==> config.mk <==
export PLATFORM = sky130hd
export DESIGN_NAME = text_value_tokenizer
export DESIGN_NICKNAME = d
export VERILOG_FILES = /design/src/sv/tvt_pkg.sv /design/src/sv/tvt_front.sv /design/src/sv/tvt_queue.sv /design/src/sv/tvt_back.sv /design/src/sv/text_value_tokenizer.sv
export VERILOG_INCLUDE_DIRS = /design/src /design/src/sv
export SDC_FILE = /design/constraint.sdc
export NUM_CORES = 1
export LEC_CHECK = 0
export BUFFER_PORTS_ARGS = -buffer_cell sky130_fd_sc_hd__buf_2
export CORE_UTILIZATION = 50
export CTS_CLUSTER_SIZE = 20
export DETAILED_ROUTE_END_ITERATION = 6
export HOLD_SLACK_MARGIN = 0.05
export PLACE_DENSITY = 0.69
export SLEW_MARGIN = 30
export SYNTH_ARGS = -nofsm -noshare
export SYNTH_HDL_FRONTEND = slang
export SYNTH_HIERARCHICAL = 1
export SYNTH_SLANG_ARGS = --single-unit
==> constraint.sdc <==
create_clock -name aclk -period 5.71 [get_ports aclk]
set_input_delay 0.571 -clock aclk [delete_from_list [all_inputs] [get_ports aclk]]
set_output_delay 0.571 -clock aclk [all_outputs]
set_load 0.05 [all_outputs]
==> src/sv/text_value_tokenizer_defines.svh <==
// assertion macros shared by the tokenizer modules
// no dependencies; taken in by `include where checks are written
`ifndef TEXT_VALUE_TOKENIZER_DEFINES_SVH
`define TEXT_VALUE_TOKENIZER_DEFINES_SVH

// property checked on every clock edge outside reset
`define TVT_ASSERT(label, clk, rstn, prop) \
    label: assert property (@(posedge clk) disable iff (!rstn) prop) \
        else $error("assertion failed in %m");

// same-cycle implication outside reset
`define TVT_ASSERT_IMPL(label, clk, rstn, a, b) \
    label: assert property (@(posedge clk) disable iff (!rstn) (a) |-> (b)) \
        else $error("assertion failed in %m");

`endif

==> src/sv/tvt_pkg.sv <==
// shared types and codes for the text value tokenizer
// no dependencies; used by every tokenizer module
package tvt_pkg;

    localparam logic [3:0] TOK_CURLY_OPEN  = 4'd0;
    localparam logic [3:0] TOK_CURLY_CLOSE = 4'd1;
    localparam logic [3:0] TOK_BRACK_OPEN  = 4'd2;
    localparam logic [3:0] TOK_BRACK_CLOSE = 4'd3;
    localparam logic [3:0] TOK_PAREN_OPEN  = 4'd4;
    localparam logic [3:0] TOK_PAREN_CLOSE = 4'd5;
    localparam logic [3:0] TOK_IDENT       = 4'd6;
    localparam logic [3:0] TOK_STRING      = 4'd7;
    localparam logic [3:0] TOK_NUMBER      = 4'd8;
    localparam logic [3:0] TOK_COLON       = 4'd9;
    localparam logic [3:0] TOK_COMMA       = 4'd10;
    localparam logic [3:0] TOK_EQUAL       = 4'd11;
    localparam logic [3:0] TOK_EOF         = 4'd12;
    localparam logic [3:0] TOK_ERROR       = 4'd13;

    localparam logic [1:0] ERR_NONE       = 2'd0;
    localparam logic [1:0] ERR_UNTERM_STR = 2'd1;
    localparam logic [1:0] ERR_BAD_HEX    = 2'd2;
    localparam logic [1:0] ERR_UNEXPECTED = 2'd3;

    localparam logic EV_CONTENT  = 1'b0;
    localparam logic EV_COMPLETE = 1'b1;

    typedef struct packed {
        logic        event_res;
        logic [3:0]  token_type;
        logic [15:0] char_value;
        logic        frac_flag;
        logic [1:0]  error_code;
    } res_t;

    // results caused by one input byte
    typedef struct packed {
        logic        two_res;
        res_t        res0;
        res_t        res1;
        logic [31:0] line_number;
    } entry_t;

    function automatic res_t make_res(input logic ev, input logic [3:0] tok,
                                      input logic [15:0] val, input logic fl,
                                      input logic [1:0] err);
        res_t r;
        r.event_res  = ev;
        r.token_type = tok;
        r.char_value = val;
        r.frac_flag  = fl;
        r.error_code = err;
        return r;
    endfunction

endpackage

==> src/sv/tvt_front.sv <==
// lexer front end: accepts bytes, runs the token state machine, emits entries
// depends on tvt_pkg
module tvt_front (
    input  logic              aclk,
    input  logic              aresetn,
    input  logic              s_tvalid,
    output logic              s_tready,
    input  logic [7:0]        s_tdata,   // char_in[7:0]
    input  logic              q_full,
    output logic              q_push,
    output tvt_pkg::entry_t   q_entry
);

    typedef enum logic [2:0] {
        MODE_IDLE, MODE_STR, MODE_ESC, MODE_HEX, MODE_INT, MODE_DEC, MODE_EXP, MODE_ID
    } mode_t;

    typedef struct packed {
        logic          has;
        tvt_pkg::res_t res;
        mode_t         mode;
        logic          num_init;
        logic          bump;
    } start_t;

    localparam logic [7:0] CH_NUL    = 8'h00;
    localparam logic [7:0] CH_NL     = 8'h0a;
    localparam logic [7:0] CH_SPACE  = 8'h20;
    localparam logic [7:0] CH_QUOTE  = 8'h22;
    localparam logic [7:0] CH_LPAREN = 8'h28;
    localparam logic [7:0] CH_RPAREN = 8'h29;
    localparam logic [7:0] CH_PLUS   = 8'h2b;
    localparam logic [7:0] CH_COMMA  = 8'h2c;
    localparam logic [7:0] CH_MINUS  = 8'h2d;
    localparam logic [7:0] CH_DOT    = 8'h2e;
    localparam logic [7:0] CH_COLON  = 8'h3a;
    localparam logic [7:0] CH_EQUAL  = 8'h3d;
    localparam logic [7:0] CH_LBRACK = 8'h5b;
    localparam logic [7:0] CH_BSLASH = 8'h5c;
    localparam logic [7:0] CH_RBRACK = 8'h5d;
    localparam logic [7:0] CH_LCURLY = 8'h7b;
    localparam logic [7:0] CH_RCURLY = 8'h7d;
    localparam logic [7:0] CH_LOW_B  = 8'h62;
    localparam logic [7:0] CH_LOW_E  = 8'h65;
    localparam logic [7:0] CH_LOW_F  = 8'h66;
    localparam logic [7:0] CH_LOW_N  = 8'h6e;
    localparam logic [7:0] CH_LOW_R  = 8'h72;
    localparam logic [7:0] CH_LOW_T  = 8'h74;
    localparam logic [7:0] CH_LOW_U  = 8'h75;

    localparam logic [15:0] VAL_BS = 16'd8;
    localparam logic [15:0] VAL_HT = 16'd9;
    localparam logic [15:0] VAL_LF = 16'd10;
    localparam logic [15:0] VAL_FF = 16'd12;
    localparam logic [15:0] VAL_CR = 16'd13;

    function automatic logic is_digit(input logic [7:0] c);
        return (c >= 8'h30) && (c <= 8'h39);
    endfunction

    function automatic logic is_alpha(input logic [7:0] c);
        return ((c >= 8'h41) && (c <= 8'h5a)) || ((c >= 8'h61) && (c <= 8'h7a))
            || (c == 8'h5f);
    endfunction

    // {valid, digit value}
    function automatic logic [4:0] hex_val(input logic [7:0] c);
        logic [4:0] h;
        h = 5'd0;
        if (is_digit(c)) begin
            h = {1'b1, c[3:0]};
        end else if (((c >= 8'h41) && (c <= 8'h46)) || ((c >= 8'h61) && (c <= 8'h66))) begin
            h = {1'b1, c[3:0] + 4'd9};
        end
        return h;
    endfunction

    function automatic start_t token_start(input logic [7:0] c);
        start_t st;
        st.has      = 1'b0;
        st.res      = '0;
        st.mode     = MODE_IDLE;
        st.num_init = 1'b0;
        st.bump     = 1'b0;
        unique case (c)
            CH_LCURLY: begin st.has = 1'b1; st.res = tvt_pkg::make_res(
                tvt_pkg::EV_COMPLETE, tvt_pkg::TOK_CURLY_OPEN, 16'd0, 1'b0, tvt_pkg::ERR_NONE);
            end
            CH_RCURLY: begin st.has = 1'b1; st.res = tvt_pkg::make_res(
                tvt_pkg::EV_COMPLETE, tvt_pkg::TOK_CURLY_CLOSE, 16'd0, 1'b0, tvt_pkg::ERR_NONE);
            end
            CH_LBRACK: begin st.has = 1'b1; st.res = tvt_pkg::make_res(
                tvt_pkg::EV_COMPLETE, tvt_pkg::TOK_BRACK_OPEN, 16'd0, 1'b0, tvt_pkg::ERR_NONE);
            end
            CH_RBRACK: begin st.has = 1'b1; st.res = tvt_pkg::make_res(
                tvt_pkg::EV_COMPLETE, tvt_pkg::TOK_BRACK_CLOSE, 16'd0, 1'b0, tvt_pkg::ERR_NONE);
            end
            CH_LPAREN: begin st.has = 1'b1; st.res = tvt_pkg::make_res(
                tvt_pkg::EV_COMPLETE, tvt_pkg::TOK_PAREN_OPEN, 16'd0, 1'b0, tvt_pkg::ERR_NONE);
            end
            CH_RPAREN: begin st.has = 1'b1; st.res = tvt_pkg::make_res(
                tvt_pkg::EV_COMPLETE, tvt_pkg::TOK_PAREN_CLOSE, 16'd0, 1'b0, tvt_pkg::ERR_NONE);
            end
            CH_COLON: begin st.has = 1'b1; st.res = tvt_pkg::make_res(
                tvt_pkg::EV_COMPLETE, tvt_pkg::TOK_COLON, 16'd0, 1'b0, tvt_pkg::ERR_NONE);
            end
            CH_COMMA: begin st.has = 1'b1; st.res = tvt_pkg::make_res(
                tvt_pkg::EV_COMPLETE, tvt_pkg::TOK_COMMA, 16'd0, 1'b0, tvt_pkg::ERR_NONE);
            end
            CH_EQUAL: begin st.has = 1'b1; st.res = tvt_pkg::make_res(
                tvt_pkg::EV_COMPLETE, tvt_pkg::TOK_EQUAL, 16'd0, 1'b0, tvt_pkg::ERR_NONE);
            end
            default: begin
                priority if (c == CH_NL) begin
                    st.bump = 1'b1;
                end else if (c == CH_NUL) begin
                    st.has = 1'b1;
                    st.res = tvt_pkg::make_res(tvt_pkg::EV_COMPLETE, tvt_pkg::TOK_EOF,
                                               16'd0, 1'b0, tvt_pkg::ERR_NONE);
                end else if (c == CH_QUOTE) begin
                    st.mode = MODE_STR;
                end else if (c <= CH_SPACE) begin
                    st.has = 1'b0;
                end else if ((c == CH_MINUS) || is_digit(c)) begin
                    st.has      = 1'b1;
                    st.num_init = 1'b1;
                    st.mode     = MODE_INT;
                    st.res      = tvt_pkg::make_res(tvt_pkg::EV_CONTENT, tvt_pkg::TOK_NUMBER,
                                                    {8'h00, c}, 1'b0, tvt_pkg::ERR_NONE);
                end else if (is_alpha(c)) begin
                    st.has  = 1'b1;
                    st.mode = MODE_ID;
                    st.res  = tvt_pkg::make_res(tvt_pkg::EV_CONTENT, tvt_pkg::TOK_IDENT,
                                                {8'h00, c}, 1'b0, tvt_pkg::ERR_NONE);
                end else begin
                    st.has = 1'b1;
                    st.res = tvt_pkg::make_res(tvt_pkg::EV_COMPLETE, tvt_pkg::TOK_ERROR,
                                               16'd0, 1'b0, tvt_pkg::ERR_UNEXPECTED);
                end
            end
        endcase
        return st;
    endfunction

    mode_t        mode_reg, mode_next;
    logic [1:0]   hex_cnt_reg, hex_cnt_next;
    logic [15:0]  hex_acc_reg, hex_acc_next;
    logic         exp_sign_reg, exp_sign_next;
    logic         exp_digit_reg, exp_digit_next;
    logic         frac_reg, frac_next;
    logic [31:0]  line_reg, line_next;

    logic [7:0]    c;
    logic          accept;
    start_t        st;
    logic [4:0]    hv;
    logic [15:0]   acc_shift;
    logic [15:0]   esc_val;
    logic [31:0]   line_inc;
    logic          do_start;
    logic          has0, has1;
    tvt_pkg::res_t r0, r1;

    assign c         = s_tdata;
    assign s_tready  = !q_full;
    assign accept    = s_tvalid && s_tready;
    assign st        = token_start(c);
    assign hv        = hex_val(c);
    assign acc_shift = {hex_acc_reg[11:0], hv[3:0]};
    assign line_inc  = (line_reg == 32'hffff_ffff) ? line_reg : line_reg + 32'd1;

    always_comb begin
        unique case (c)
            CH_LOW_B: esc_val = VAL_BS;
            CH_LOW_T: esc_val = VAL_HT;
            CH_LOW_N: esc_val = VAL_LF;
            CH_LOW_F: esc_val = VAL_FF;
            CH_LOW_R: esc_val = VAL_CR;
            default:  esc_val = {8'h00, c};
        endcase
    end

    always_comb begin
        mode_next      = mode_reg;
        hex_cnt_next   = hex_cnt_reg;
        hex_acc_next   = hex_acc_reg;
        exp_sign_next  = exp_sign_reg;
        exp_digit_next = exp_digit_reg;
        frac_next      = frac_reg;
        line_next      = line_reg;
        do_start       = 1'b0;
        has0           = 1'b0;
        has1           = 1'b0;
        r0             = '0;
        r1             = '0;

        unique case (mode_reg)
            MODE_STR: begin
                priority if (c == CH_NUL) begin
                    has0 = 1'b1;
                    r0 = tvt_pkg::make_res(tvt_pkg::EV_COMPLETE, tvt_pkg::TOK_ERROR,
                                           16'd0, 1'b0, tvt_pkg::ERR_UNTERM_STR);
                    mode_next = MODE_IDLE;
                end else if (c == CH_QUOTE) begin
                    has0 = 1'b1;
                    r0 = tvt_pkg::make_res(tvt_pkg::EV_COMPLETE, tvt_pkg::TOK_STRING,
                                           16'd0, 1'b0, tvt_pkg::ERR_NONE);
                    mode_next = MODE_IDLE;
                end else if (c == CH_BSLASH) begin
                    mode_next = MODE_ESC;
                end else begin
                    if (c == CH_NL) begin
                        line_next = line_inc;
                    end
                    has0 = 1'b1;
                    r0 = tvt_pkg::make_res(tvt_pkg::EV_CONTENT, tvt_pkg::TOK_STRING,
                                           {8'h00, c}, 1'b0, tvt_pkg::ERR_NONE);
                end
            end
            MODE_ESC: begin
                priority if (c == CH_NUL) begin
                    has0 = 1'b1;
                    r0 = tvt_pkg::make_res(tvt_pkg::EV_COMPLETE, tvt_pkg::TOK_ERROR,
                                           16'd0, 1'b0, tvt_pkg::ERR_UNTERM_STR);
                    mode_next = MODE_IDLE;
                end else if (c == CH_LOW_U) begin
                    hex_cnt_next = 2'd0;
                    hex_acc_next = 16'd0;
                    mode_next    = MODE_HEX;
                end else begin
                    has0 = 1'b1;
                    r0 = tvt_pkg::make_res(tvt_pkg::EV_CONTENT, tvt_pkg::TOK_STRING,
                                           esc_val, 1'b0, tvt_pkg::ERR_NONE);
                    mode_next = MODE_STR;
                end
            end
            MODE_HEX: begin
                priority if (c == CH_NUL) begin
                    has0 = 1'b1;
                    r0 = tvt_pkg::make_res(tvt_pkg::EV_COMPLETE, tvt_pkg::TOK_ERROR,
                                           16'd0, 1'b0, tvt_pkg::ERR_UNTERM_STR);
                    mode_next = MODE_IDLE;
                end else if (!hv[4]) begin
                    has0 = 1'b1;
                    r0 = tvt_pkg::make_res(tvt_pkg::EV_COMPLETE, tvt_pkg::TOK_ERROR,
                                           16'd0, 1'b0, tvt_pkg::ERR_BAD_HEX);
                    mode_next = MODE_IDLE;
                end else begin
                    hex_acc_next = acc_shift;
                    if (hex_cnt_reg == 2'd3) begin
                        has0 = 1'b1;
                        r0 = tvt_pkg::make_res(tvt_pkg::EV_CONTENT, tvt_pkg::TOK_STRING,
                                               acc_shift, 1'b0, tvt_pkg::ERR_NONE);
                        hex_cnt_next = 2'd0;
                        mode_next    = MODE_STR;
                    end else begin
                        hex_cnt_next = hex_cnt_reg + 2'd1;
                    end
                end
            end
            MODE_INT, MODE_DEC, MODE_EXP: begin
                priority if (is_digit(c)) begin
                    if (mode_reg == MODE_EXP) begin
                        exp_digit_next = 1'b1;
                    end
                    has0 = 1'b1;
                end else if ((c == CH_DOT) && (mode_reg == MODE_INT)) begin
                    frac_next = 1'b1;
                    mode_next = MODE_DEC;
                    has0 = 1'b1;
                end else if ((c == CH_LOW_E) && (mode_reg != MODE_EXP)) begin
                    mode_next = MODE_EXP;
                    has0 = 1'b1;
                end else if ((mode_reg == MODE_EXP) && ((c == CH_MINUS) || (c == CH_PLUS))
                             && !exp_sign_reg && !exp_digit_reg) begin
                    exp_sign_next = 1'b1;
                    has0 = 1'b1;
                end else begin
                    // number ends, byte is handled again as a token start
                    do_start = 1'b1;
                end
                if (do_start) begin
                    has0 = 1'b1;
                    r0 = tvt_pkg::make_res(tvt_pkg::EV_COMPLETE, tvt_pkg::TOK_NUMBER,
                                           16'd0, frac_reg, tvt_pkg::ERR_NONE);
                end else begin
                    r0 = tvt_pkg::make_res(tvt_pkg::EV_CONTENT, tvt_pkg::TOK_NUMBER,
                                           {8'h00, c}, 1'b0, tvt_pkg::ERR_NONE);
                end
            end
            MODE_ID: begin
                has0 = 1'b1;
                if (is_alpha(c)) begin
                    r0 = tvt_pkg::make_res(tvt_pkg::EV_CONTENT, tvt_pkg::TOK_IDENT,
                                           {8'h00, c}, 1'b0, tvt_pkg::ERR_NONE);
                end else begin
                    r0 = tvt_pkg::make_res(tvt_pkg::EV_COMPLETE, tvt_pkg::TOK_IDENT,
                                           16'd0, 1'b0, tvt_pkg::ERR_NONE);
                    do_start = 1'b1;
                end
            end
            default: begin
                do_start = 1'b1;
            end
        endcase

        if (do_start) begin
            mode_next = st.mode;
            if (st.bump) begin
                line_next = line_inc;
            end
            if (st.num_init) begin
                frac_next      = 1'b0;
                exp_sign_next  = 1'b0;
                exp_digit_next = 1'b0;
            end
            if (st.has) begin
                if (has0) begin
                    has1 = 1'b1;
                    r1   = st.res;
                end else begin
                    has0 = 1'b1;
                    r0   = st.res;
                end
            end
        end
    end

    // a line bump from a token start never precedes a result of the same byte
    assign q_push              = accept && has0;
    assign q_entry.two_res     = has1;
    assign q_entry.res0        = r0;
    assign q_entry.res1        = r1;
    assign q_entry.line_number = do_start ? line_reg : line_next;

    always_ff @(posedge aclk) begin
        if (!aresetn) begin
            mode_reg      <= MODE_IDLE;
            hex_cnt_reg   <= 2'd0;
            hex_acc_reg   <= 16'd0;
            exp_sign_reg  <= 1'b0;
            exp_digit_reg <= 1'b0;
            frac_reg      <= 1'b0;
            line_reg      <= 32'd1;
        end else if (accept) begin
            mode_reg      <= mode_next;
            hex_cnt_reg   <= hex_cnt_next;
            hex_acc_reg   <= hex_acc_next;
            exp_sign_reg  <= exp_sign_next;
            exp_digit_reg <= exp_digit_next;
            frac_reg      <= frac_next;
            line_reg      <= line_next;
        end
    end

endmodule

==> src/sv/tvt_queue.sv <==
// short entry queue between the lexer front end and the output stage
// depends on tvt_pkg and text_value_tokenizer_defines.svh
`include "text_value_tokenizer_defines.svh"

module tvt_queue #(
    parameter int DEPTH = 4
) (
    input  logic            aclk,
    input  logic            aresetn,
    input  logic            push,
    input  tvt_pkg::entry_t push_entry,
    input  logic            pop,
    output tvt_pkg::entry_t pop_entry,
    output logic            full,
    output logic            nonempty
);

    localparam int PTR_W = (DEPTH > 1) ? $clog2(DEPTH) : 1;
    localparam int CNT_W = $clog2(DEPTH + 1);

    tvt_pkg::entry_t  mem_reg [DEPTH];
    logic [PTR_W-1:0] wr_ptr_reg, rd_ptr_reg;
    logic [CNT_W-1:0] count_reg;

    assign full      = (count_reg == CNT_W'(DEPTH));
    assign nonempty  = (count_reg != '0);
    assign pop_entry = mem_reg[rd_ptr_reg];

    always_ff @(posedge aclk) begin
        if (push) begin
            mem_reg[wr_ptr_reg] <= push_entry;
        end
    end

    always_ff @(posedge aclk) begin
        if (!aresetn) begin
            wr_ptr_reg <= '0;
            rd_ptr_reg <= '0;
            count_reg  <= '0;
        end else begin
            if (push) begin
                wr_ptr_reg <= (wr_ptr_reg == PTR_W'(DEPTH - 1)) ? '0 : wr_ptr_reg + 1'b1;
            end
            if (pop) begin
                rd_ptr_reg <= (rd_ptr_reg == PTR_W'(DEPTH - 1)) ? '0 : rd_ptr_reg + 1'b1;
            end
            if (push && !pop) begin
                count_reg <= count_reg + 1'b1;
            end else if (pop && !push) begin
                count_reg <= count_reg - 1'b1;
            end
        end
    end

    `TVT_ASSERT(a_count_bound, aclk, aresetn, count_reg <= CNT_W'(DEPTH))
    `TVT_ASSERT_IMPL(a_no_push_full, aclk, aresetn, full, !push)
    `TVT_ASSERT_IMPL(a_no_pop_empty, aclk, aresetn, pop, nonempty)
    `TVT_ASSERT(a_count_up, aclk, aresetn, push && !pop |=> count_reg == $past(count_reg) + 1'b1)

endmodule

==> src/sv/tvt_back.sv <==
// output stage: takes entries from the queue and sends one result per transfer
// depends on tvt_pkg and text_value_tokenizer_defines.svh
`include "text_value_tokenizer_defines.svh"

module tvt_back (
    input  logic            aclk,
    input  logic            aresetn,
    input  logic            q_nonempty,
    input  tvt_pkg::entry_t q_entry,
    output logic            q_pop,
    output logic            m_tvalid,
    input  logic            m_tready,
    output logic [55:0]     m_tdata,   // char_value[15:0], frac_flag, error_code[1:0],
                                       // line_number[31:0], zero fill
    output logic [4:0]      m_tuser,   // event_res, token_type[3:0]
    output logic            m_tlast
);

    tvt_pkg::entry_t cur_reg;
    logic            valid_reg;
    logic            phase_reg;   // high while the second result is shown
    logic            last_now;
    tvt_pkg::res_t   res;

    assign last_now = !cur_reg.two_res || phase_reg;
    assign q_pop    = q_nonempty && (!valid_reg || (m_tready && last_now));
    assign res      = phase_reg ? cur_reg.res1 : cur_reg.res0;

    assign m_tvalid = valid_reg;
    assign m_tlast  = last_now;
    assign m_tuser  = {res.token_type, res.event_res};
    assign m_tdata  = {5'd0, cur_reg.line_number, res.error_code, res.frac_flag,
                       res.char_value};

    always_ff @(posedge aclk) begin
        if (q_pop) begin
            cur_reg <= q_entry;
        end
    end

    always_ff @(posedge aclk) begin
        if (!aresetn) begin
            valid_reg <= 1'b0;
            phase_reg <= 1'b0;
        end else if (q_pop) begin
            valid_reg <= 1'b1;
            phase_reg <= 1'b0;
        end else if (valid_reg && m_tready) begin
            if (!last_now) begin
                phase_reg <= 1'b1;
            end else begin
                valid_reg <= 1'b0;
                phase_reg <= 1'b0;
            end
        end
    end

    `TVT_ASSERT_IMPL(a_phase_pair, aclk, aresetn, phase_reg, valid_reg && cur_reg.two_res)
    `TVT_ASSERT_IMPL(a_pop_free, aclk, aresetn, q_pop, !valid_reg || (m_tready && last_now))
    `TVT_ASSERT(a_load, aclk, aresetn, !valid_reg && q_nonempty |=> valid_reg)

endmodule

==> src/sv/text_value_tokenizer.sv <==
// text value tokenizer top level: byte stream in, token result stream out
// depends on tvt_pkg, tvt_front, tvt_queue and tvt_back
//
// usage:
//   s_tvalid/s_tready/s_tdata carry one input byte per transfer; byte 0 marks
//   end of input. m_tvalid/m_tready/m_tdata/m_tuser/m_tlast carry one token
//   result per transfer; m_tlast marks the last result caused by a byte.
//   a byte may cause zero, one or two results.
//   the front end takes a byte every cycle while the entry queue has room;
//   the lexer state updates on every accepted byte, so back-to-back bytes are fine.
//   an accepted byte is written into the entry queue, then loaded into the
//   output register, which raises m_tvalid for its first result.
//   throughput: one byte per cycle, limited by the output side at one result
//   per cycle while m_tready is high; a two-result byte occupies it for both.
//   when the receiver stalls, results wait in the output register and up to
//   QUEUE_DEPTH entries collect in the queue before s_tready falls.
//   reset: lexer idle, line count 1, queue and output register empty.
module text_value_tokenizer #(
    parameter int QUEUE_DEPTH = 4
) (
    input  logic        aclk,
    input  logic        aresetn,
    input  logic        s_tvalid,
    output logic        s_tready,
    input  logic [7:0]  s_tdata,    // char_in[7:0]
    output logic        m_tvalid,
    input  logic        m_tready,
    output logic [55:0] m_tdata,    // char_value[15:0], frac_flag, error_code[1:0],
                                    // line_number[31:0], zero fill
    output logic [4:0]  m_tuser,    // event_res, token_type[3:0]
    output logic        m_tlast
);

    tvt_pkg::entry_t push_entry, pop_entry;
    logic            push, pop, full, nonempty;

    tvt_front u_front (
        .aclk     (aclk),
        .aresetn  (aresetn),
        .s_tvalid (s_tvalid),
        .s_tready (s_tready),
        .s_tdata  (s_tdata),
        .q_full   (full),
        .q_push   (push),
        .q_entry  (push_entry)
    );

    tvt_queue #(
        .DEPTH (QUEUE_DEPTH)
    ) u_queue (
        .aclk       (aclk),
        .aresetn    (aresetn),
        .push       (push),
        .push_entry (push_entry),
        .pop        (pop),
        .pop_entry  (pop_entry),
        .full       (full),
        .nonempty   (nonempty)
    );

    tvt_back u_back (
        .aclk       (aclk),
        .aresetn    (aresetn),
        .q_nonempty (nonempty),
        .q_entry    (pop_entry),
        .q_pop      (pop),
        .m_tvalid   (m_tvalid),
        .m_tready   (m_tready),
        .m_tdata    (m_tdata),
        .m_tuser    (m_tuser),
        .m_tlast    (m_tlast)
    );

endmodule
**Yosys cells after proc, flatten, opt, wreduce, memory -nomap -nowiden**

Memory sizes are Yosys's and may differ from the RTL's. A register that Yosys moved wholly into a read port is not among the register bits.
Cells that the tools add are included.

- Register bits after elaboration: 61
- Bits in writable memories: 324
- Bits of input ports: 12
- Output and inout port bits: 64
- Word-level logic and storage cells: 241
- Memories kept: 1

Memory list:

| name | depth | width | read ports | clocked after Yosys merged registers in | write ports | RTL line | text |
|---|---|---|---|---|---|---|---|
| u_queue.mem_reg | 4 | 81 | 1 | 1 | 1 | tvt_queue.sv:21 | `tvt_pkg::entry_t mem_reg [DEPTH];` |

- $add $sub $neg: 7
- Order comparisons: 9
- Equal/unequal tests: 44
- Multiplexer cells: 122
- Bitwise operators: 1
- Reduce and logical (&&, ||, !) cells: 45

Operators with widths:

| kind | count |
|---|---|
| $mux W24 | 15 |
| $mux W32 | 9 |
| $pmux W25 S9 | 1 |
| $pmux W24 S5 | 1 |
| $eq A8 B7 Y1 const B | 13 |
| $eq A8 B6 Y1 const B | 9 |
| $mux W22 | 3 |
| $mux W1 | 51 |
| $mux W25 | 2 |
| $mux W12 | 4 |
| $mux W3 | 15 |
| $pmux W8 S5 | 1 |
| $add A32 B1 Y32 const B | 1 |
| $eq A32 B32 Y1 const B | 1 |
| $le A8 B7 Y1 const B | 4 |
| $mux W29 | 1 |
| $mux W28 | 1 |
| $mux W27 | 1 |
| $pmux W12 S2 | 1 |
| $logic_and A1 B1 Y1 | 17 |
| $ge A8 B7 Y1 const B | 2 |
| $le A8 B6 Y1 const B | 2 |
| $mux W2 | 8 |
| $eq A3 B3 Y1 const B | 5 |
| other kinds (34) | 60 |

**Logic depth before layout (Yosys ltp)**

- Depth after elaboration: 19
- Gate-level depth with buffers: 16
- Gate-level depth less buffers: 14

**By module**

The synthesis kept the hierarchy.

By module, submodules not included:

| module | times used | cells each | area an instance (sq um) | sequential area each (sq um) |
|---|---|---|---|---|
| tvt_queue | 1 | 467 | 12228.0 | 9909.5 |
| tvt_front | 1 | 604 | 4469.3 | 1041.0 |
| tvt_back | 1 | 157 | 3220.6 | 2472.4 |

**Worst setup path after synthesis**

Ideal clock, no wire load.

- Kind: reg2reg
- From: register u_back.phase_reg
- To: register u_queue.count_reg[2]
- Library setup time: 0.076 ns
- Data arrival time: 5.916 ns
- Required time: 5.634 ns
- Path slack: -0.281 ns
- Stages on the path, launching flop included: 12
- Path buffers: 1
- Clock period less this slack: 5.991 ns
- Cell sequence: dfxtp_1 buf_6 nand2b_4 a21boi_2 nor2b_1 inv_1 ha_1 inv_1 fa_1 xor2_1 or3_1 a21boi_0

- Word-level cells in the longest chain between the ends: 7
- Elaborated cells between the ends (all ways): 9
- Classes of those cells: 1 x mux; 8 x reduce/logical

Ends and longest elaborated chain:

| element | RTL line | text |
|---|---|---|
| start: declaration | tvt_back.sv:21 | `logic phase_reg;` |
| start signal: assignment | tvt_back.sv:44 | `phase_reg <= 1'b0;` |
| start signal: assignment | tvt_back.sv:47 | `phase_reg <= 1'b0;` |
| start signal: assignment | tvt_back.sv:50 | `phase_reg <= 1'b1;` |
| $logic_or A1 B1 Y1 (*) | tvt_back.sv:25 | `assign last_now = !cur_reg.two_res \|\| phase_reg;` |
| net m_tlast | text_value_tokenizer.sv:31 | `output logic m_tlast` |
| $logic_and A1 B1 Y1 (*) | tvt_back.sv:26 | `assign q_pop = q_nonempty && (!valid_reg \|\| (m_tready && last_now));` |
| $logic_or A1 B1 Y1 (*) | tvt_back.sv:26 |  |
| $logic_and A1 B1 Y1 (*) | tvt_back.sv:26 |  |
| net pop | text_value_tokenizer.sv:35 | `logic push, pop, full, nonempty;` |
| $logic_not A1 Y1 | tvt_queue.sv:47 | `if (push && !pop) begin` |
| $logic_and A1 B1 Y1 | tvt_queue.sv:47 |  |
| $mux W3 / $reduce_bool A2 Y1 (equally long branches) | - |  |
| end signal: assignment | tvt_queue.sv:48 | `count_reg <= count_reg + 1'b1;` |
| end signal: assignment | tvt_queue.sv:50 | `count_reg <= count_reg - 1'b1;` |
| end: declaration | tvt_queue.sv:23 | `logic [CNT_W-1:0] count_reg;` |

Mark *: on every way through the listed nets, which the timed path passes. The rest lies on a longest branch.
A chain may end at the register's enable or synchronous reset.

**Worst setup path after layout**

- From: input port s_tdata[0]
- To: memory u_queue/mem_reg[3][14] (netlist bit) (enable)

- Word-level cells in the longest chain between the ends: 17
- Elaborated cells between the ends (all ways): 74
- Classes of those cells: 9 x order compare; 18 x eq/ne; 31 x mux; 16 x reduce/logical

Ends and longest elaborated chain:

| element | RTL line | text |
|---|---|---|
| start: declaration | text_value_tokenizer.sv:25 | `input logic [7:0] s_tdata,` |
| $eq A8 B6 Y1 (on tied branches) | tvt_front.sv:124, tvt_front.sv:274 |  |
| $logic_or A1 B1 Y1 | tvt_front.sv:274 | `end else if ((mode_reg == MODE_EXP) && ((c == CH_MINUS) \|\| (c == CH_PLUS))` |
| $logic_and A1 B1 Y1 | tvt_front.sv:274 |  |
| $logic_and A1 B1 Y1 (2 in series) | tvt_front.sv:275 | `&& !exp_sign_reg && !exp_digit_reg) begin` |
| $mux W1 | tvt_front.sv:274 |  |
| $mux W1 | tvt_front.sv:271 | `end else if ((c == CH_LOW_E) && (mode_reg != MODE_EXP)) begin` |
| $mux W1 | tvt_front.sv:267 | `end else if ((c == CH_DOT) && (mode_reg == MODE_INT)) begin` |
| $mux W1 | tvt_front.sv:262 | `priority if (is_digit(c)) begin` |
| $mux W1 | tvt_front.sv:197 | `unique case (mode_reg)` |
| $mux W1 | tvt_front.sv:282 | `if (do_start) begin` |
| $pmux W1 S5 | tvt_front.sv:197 |  |
| $mux W1 | tvt_front.sv:317 | `if (st.has) begin` |
| $mux W1 (*) | tvt_front.sv:307 | `if (do_start) begin` |
| $logic_and A1 B1 Y1 (*) | tvt_front.sv:330 | `assign q_push = accept && has0;` |
| net push | text_value_tokenizer.sv:35 |  |
| $mux W1 (*) | tvt_queue.sv:30 | `if (push) begin` |
| $mux W1 (implied by the code) (*) | tvt_queue.sv:31 | `mem_reg[wr_ptr_reg] <= push_entry;` |
| end: declaration | tvt_queue.sv:21 |  |

Mark *: on every way through the listed nets, which the timed path passes. The rest lies on a longest branch. The select of a mux whose other input is x is not followed.

==> impl_results.html <==
<table>
<tr><th>Metric</th><th>Value</th></tr>
<tr><th colspan="2">Timing</th></tr>
<tr><td>Final count of hold timing violations</td><td>0</td></tr>
<tr><td>Final Max Slew Viols</td><td>0</td></tr>
<tr><td>Transition at the pin with the smallest max-transition slack</td><td>0.856 ns</td></tr>
<tr><td>Relative slew slack</td><td>0.422</td></tr>
<tr><td>Unrepaired setup endpoints after global routing</td><td>false</td></tr>
<tr><td>Final setup fails</td><td>0</td></tr>
<tr><td>Largest clock skew in the final design</td><td>0.0214 ns</td></tr>
<tr><td>Achievable frequency</td><td>0.255 GHz</td></tr>
<tr><td>Tmin final</td><td>3.92 ns</td></tr>
<tr><td>Total negative slack</td><td>0 ns</td></tr>
<tr><td>Final critical-path share of the clock period</td><td>0.687</td></tr>
<tr><th colspan="2">Routing</th></tr>
<tr><td>Number of optimization iterations in the first detailed-route pass</td><td>7</td></tr>
<tr><td>Number of vias after detailed routing</td><td>10.5k</td></tr>
<tr><td>Remaining antenna violation count after routing</td><td>0</td></tr>
<tr><td>DRC errors left</td><td>0</td></tr>
<tr><td>Post-detailed-route wirelength per cell</td><td>22.1 µm</td></tr>
<tr><td>First DRT Iteration DRCs</td><td>715</td></tr>
<tr><td>Ratio of routed vias to standard cells</td><td>5.76</td></tr>
<tr><td>Total wire length</td><td>40.3 mm</td></tr>
<tr><th colspan="2">CTS</th></tr>
<tr><td>Post-CTS clock slew at the launch and capture registers of the worst setup and hold paths</td><td>0.06 ns</td></tr>
<tr><td>Maximum count of clock buffers along a single path</td><td>3</td></tr>
<tr><td>Clk sink count</td><td>468</td></tr>
<tr><td>Hold-fix buffers at CTS</td><td>0</td></tr>
<tr><td>Depth of the CTS H-tree</td><td>2</td></tr>
<tr><td>Worst skew pair latency</td><td>0.58 ns</td></tr>
<tr><td>Post-CTS resize count</td><td>0</td></tr>
<tr><td>CTS tree</td><td>done</td></tr>
<tr><td>Number of buffers added by the clock tree synthesis step</td><td>46</td></tr>
<tr><td>Root Buffer</td><td>clkbuf_16</td></tr>
<tr><td>Number of setup buffers added after CTS</td><td>0</td></tr>
<tr><th colspan="2">Yosys</th></tr>
<tr><td>Ranking of synthesized cells by area</td><td>edfxtp_1, mux4_2, dfxtp_1</td></tr>
<tr><td>Dominant synthesized flop cell</td><td>edfxtp_1</td></tr>
<tr><td>Post-synth EDFFs</td><td>405</td></tr>
<tr><td>Most common library cells after synthesis</td><td>edfxtp_1, nor2_1, mux4_2</td></tr>
<tr><td>Number of cells produced by synthesis</td><td>1228</td></tr>
<tr><td>Post-synth top area cell</td><td>edfxtp_1</td></tr>
<tr><td>Share of the synthesized area in the top cell type</td><td>0.611</td></tr>
<tr><td>Number of warnings reported in the yosys synthesis log</td><td>6</td></tr>
<tr><td>Number of flip-flops and latches in the synthesized netlist</td><td>468</td></tr>
<tr><td>Sequential element share of the synthesized area</td><td>0.674</td></tr>
<tr><td>Syn Std Cell Area</td><td>19900 µm²</td></tr>
<tr><td>Async S/R FF share, synth</td><td>0</td></tr>
<tr><td>Leading cell type by number of instances after synthesis</td><td>edfxtp_1</td></tr>
<tr><td>Synthesized area per cell</td><td>16.2 µm²</td></tr>
<tr><td>Number of distinct library cell variants in the gate-level netlist after synthesis</td><td>91</td></tr>
<tr><th colspan="2">Worst setup path</th></tr>
<tr><td>Classification of the worst setup path</td><td>in -&gt; reg</td></tr>
<tr><td>Largest fanout on the critical path</td><td>34</td></tr>
<tr><td>Required time worst endpoint</td><td>5.95 ns</td></tr>
<tr><td>Arrival time at the worst endpoint</td><td>4.16 ns</td></tr>
<tr><td>Type of element launching the critical path</td><td>input pin</td></tr>
<tr><td>Worst reg2reg path depth</td><td>6</td></tr>
<tr><td>Kind of capture point of the worst setup path</td><td>flop</td></tr>
<tr><td>Flop-to-flop setup slack</td><td>1.93 ns</td></tr>
<tr><th colspan="2">Floorplanning</th></tr>
<tr><td>Initial standard-cell utilization of the core</td><td>0.511</td></tr>
<tr><td>Placeable Area</td><td>39000 µm²</td></tr>
<tr><td>Floorplan row count</td><td>72</td></tr>
<tr><td>Horizontal die dimension</td><td>202 µm</td></tr>
<tr><td>Top Ports</td><td>76</td></tr>
<tr><td>Die Ht</td><td>202 µm</td></tr>
<tr><td>Die area</td><td>40600 µm²</td></tr>
<tr><th colspan="2">Global routing</th></tr>
<tr><td>Met2 demand-to-capacity share in global routing</td><td>0.329</td></tr>
<tr><td>Vias in the first global route</td><td>10.7k</td></tr>
<tr><td>Routing usage on met3</td><td>0.0290</td></tr>
<tr><td>Most congested layer reported by global routing</td><td>met2</td></tr>
<tr><td>Total grt overflow</td><td>0</td></tr>
<tr><td>Largest net degree at the start of global routing</td><td>59</td></tr>
<tr><td>Total routing usage reported by global routing</td><td>0.204</td></tr>
<tr><td>GR met1 Demand/Resource</td><td>0.282</td></tr>
<tr><td>First-pass GRT wire length</td><td>63.0 mm</td></tr>
<tr><td>Initial antenna violation count</td><td>0</td></tr>
<tr><th colspan="2">Cells and area</th></tr>
<tr><td>Flip-flop count of the largest register after layout</td><td>324</td></tr>
<tr><td>Total number of nets in the final design</td><td>1294</td></tr>
<tr><td>Multi-input gate area</td><td>5680 µm²</td></tr>
<tr><td>Area overhead of the layout relative to synthesis</td><td>9.18%</td></tr>
<tr><td>Proportion of layout cells with a drive suffix above 1</td><td>0.232</td></tr>
<tr><td>Count of filler cells inserted in the layout</td><td>3060</td></tr>
<tr><td>Area occupied by registers</td><td>13400 µm²</td></tr>
<tr><td>Antenna Diode Count</td><td>0</td></tr>
<tr><th colspan="2">Pwr</th></tr>
<tr><td>Power density of the placed cells</td><td>495 nW/µm²</td></tr>
<tr><td>Max rail drop VDD</td><td>0.000419 V</td></tr>
<tr><td>Leak</td><td>7.44 nW</td></tr>
<tr><td>Power consumption</td><td>10.8 mW</td></tr>
<tr><th colspan="2">Run</th></tr>
<tr><td>Max-cap check violation count</td><td>0</td></tr>
<tr><th colspan="2">Placement</th></tr>
<tr><td>Total of buffers placed on input and output ports</td><td>70</td></tr>
<tr><td>Final Wtd Congestion</td><td>0.899</td></tr>
<tr><td>Hpwl dp</td><td>25.8 mm</td></tr>
<tr><th colspan="2">Min path</th></tr>
<tr><td>Class of the tightest hold or removal check</td><td>in -&gt; reg</td></tr>
<tr><td>Worst hold path cell count</td><td>3</td></tr>
<tr><th colspan="2">Status</th></tr>
<tr><td>Status</td><td>finished clean</td></tr>
</table>
## placed cells by master (no fill, tap or decap), drive strengths merged, types with 16 or more instances in the layout
cell type,instances
edfxtp,405
buf,91
nor2,83
mux4,81
nand2,65
dfxtp,63
clkbuf,58
xor2,34
xnor2,32
nand3,31
mux2,27
a21oi,25
nor3,24
inv,21
nand4,19
and3,18
clkinv,18
nor2b,16
o21ai,16
## final timing paths
kind / startpoint / endpoint
hold / removal: m_tready / u_back/phase_reg$_SDFFE_PP0P_
hold reg to reg: u_front/exp_digit_reg$_SDFFE_PN0P_ / u_front/exp_digit_reg$_SDFFE_PN0P_
setup / recovery: s_tdata[0] / u_queue/mem_reg[3][14]$_DFFE_PP_
setup reg to reg: u_front/mode_reg[1]$_SDFFE_PN0P_ / u_queue/mem_reg[3][14]$_DFFE_PP_
## worst max-delay path, stage by stage
cell,delay (ns)
buf_2,0.18
inv_1,0.12
ha_1,0.34
o21bai_1,0.26
a21oi_2,0.24
a2111oi_1,0.76
nand4bb_4,0.31
o21a_1,0.32
and2_4,0.62
buf_4,0.43
## area by class of cell
| type | instances | area share |
|---|---|---|
| tap | 518 | 0.0298 |
| timing repair buffer | 91 | 0.0245 |
| multi-input combinational | 644 | 0.261 |
| clock buffer | 58 | 0.0559 |
| sequential | 468 | 0.618 |
| clock inverter | 25 | 0.00788 |
| inverter | 18 | 0.00311 |
## power by group
group          internal (mW)  leakage, nW  switching [mW]
clock network           1.56        0.676            1.23
logic                   1.06         2.27            2.01
registers               4.63         4.50           0.270
total                   7.25         7.44            3.51
## metrics by stage
stage | setup WS, ns | instance area, µm² | std cells | hold slack, ns | utilization
2_1_floorplan | 0.810 | 20000 | 1241 | 0.429 | -
3_3_place_gp | 1.21 | 20400 | 1739 | 0.456 | 0.522
3_5_place_dp | 1.22 | 20400 | 1739 | 0.456 | 0.522
4_1_cts | 1.78 | 21700 | 1822 | 0.281 | 0.557
5_1_grt | 1.60 | 21700 | 1822 | 0.308 | 0.558
6_report | 1.79 | 21700 | 1822 | 0.307 | 0.558
## layer usage
layer	vias up	part of all wire
li1	4778	-
met1	5354	0.44
met2	293	0.48
met3	71	0.050
met4	0	0.030
met5	-	0
## logic make-up (layout without fill, tap and decap cells)
group | count (synthesis) | after routing | share of synthesized area
adders and majority gates | 13 | 13 | 0.00854
and+or+nand+nor | 316 | 316 | 0.0844
muxes | 114 | 114 | 0.113
buffers and inverters | 129 | 192 | 0.0447
other | 2 | 15 | 0.000377
xor gates and xnor gates | 66 | 66 | 0.0290
AOI/OAI and AO/OA | 120 | 120 | 0.0455
DFF | 468 | 468 | 0.674
Note: power is estimated with default switching activity, not from simulation.
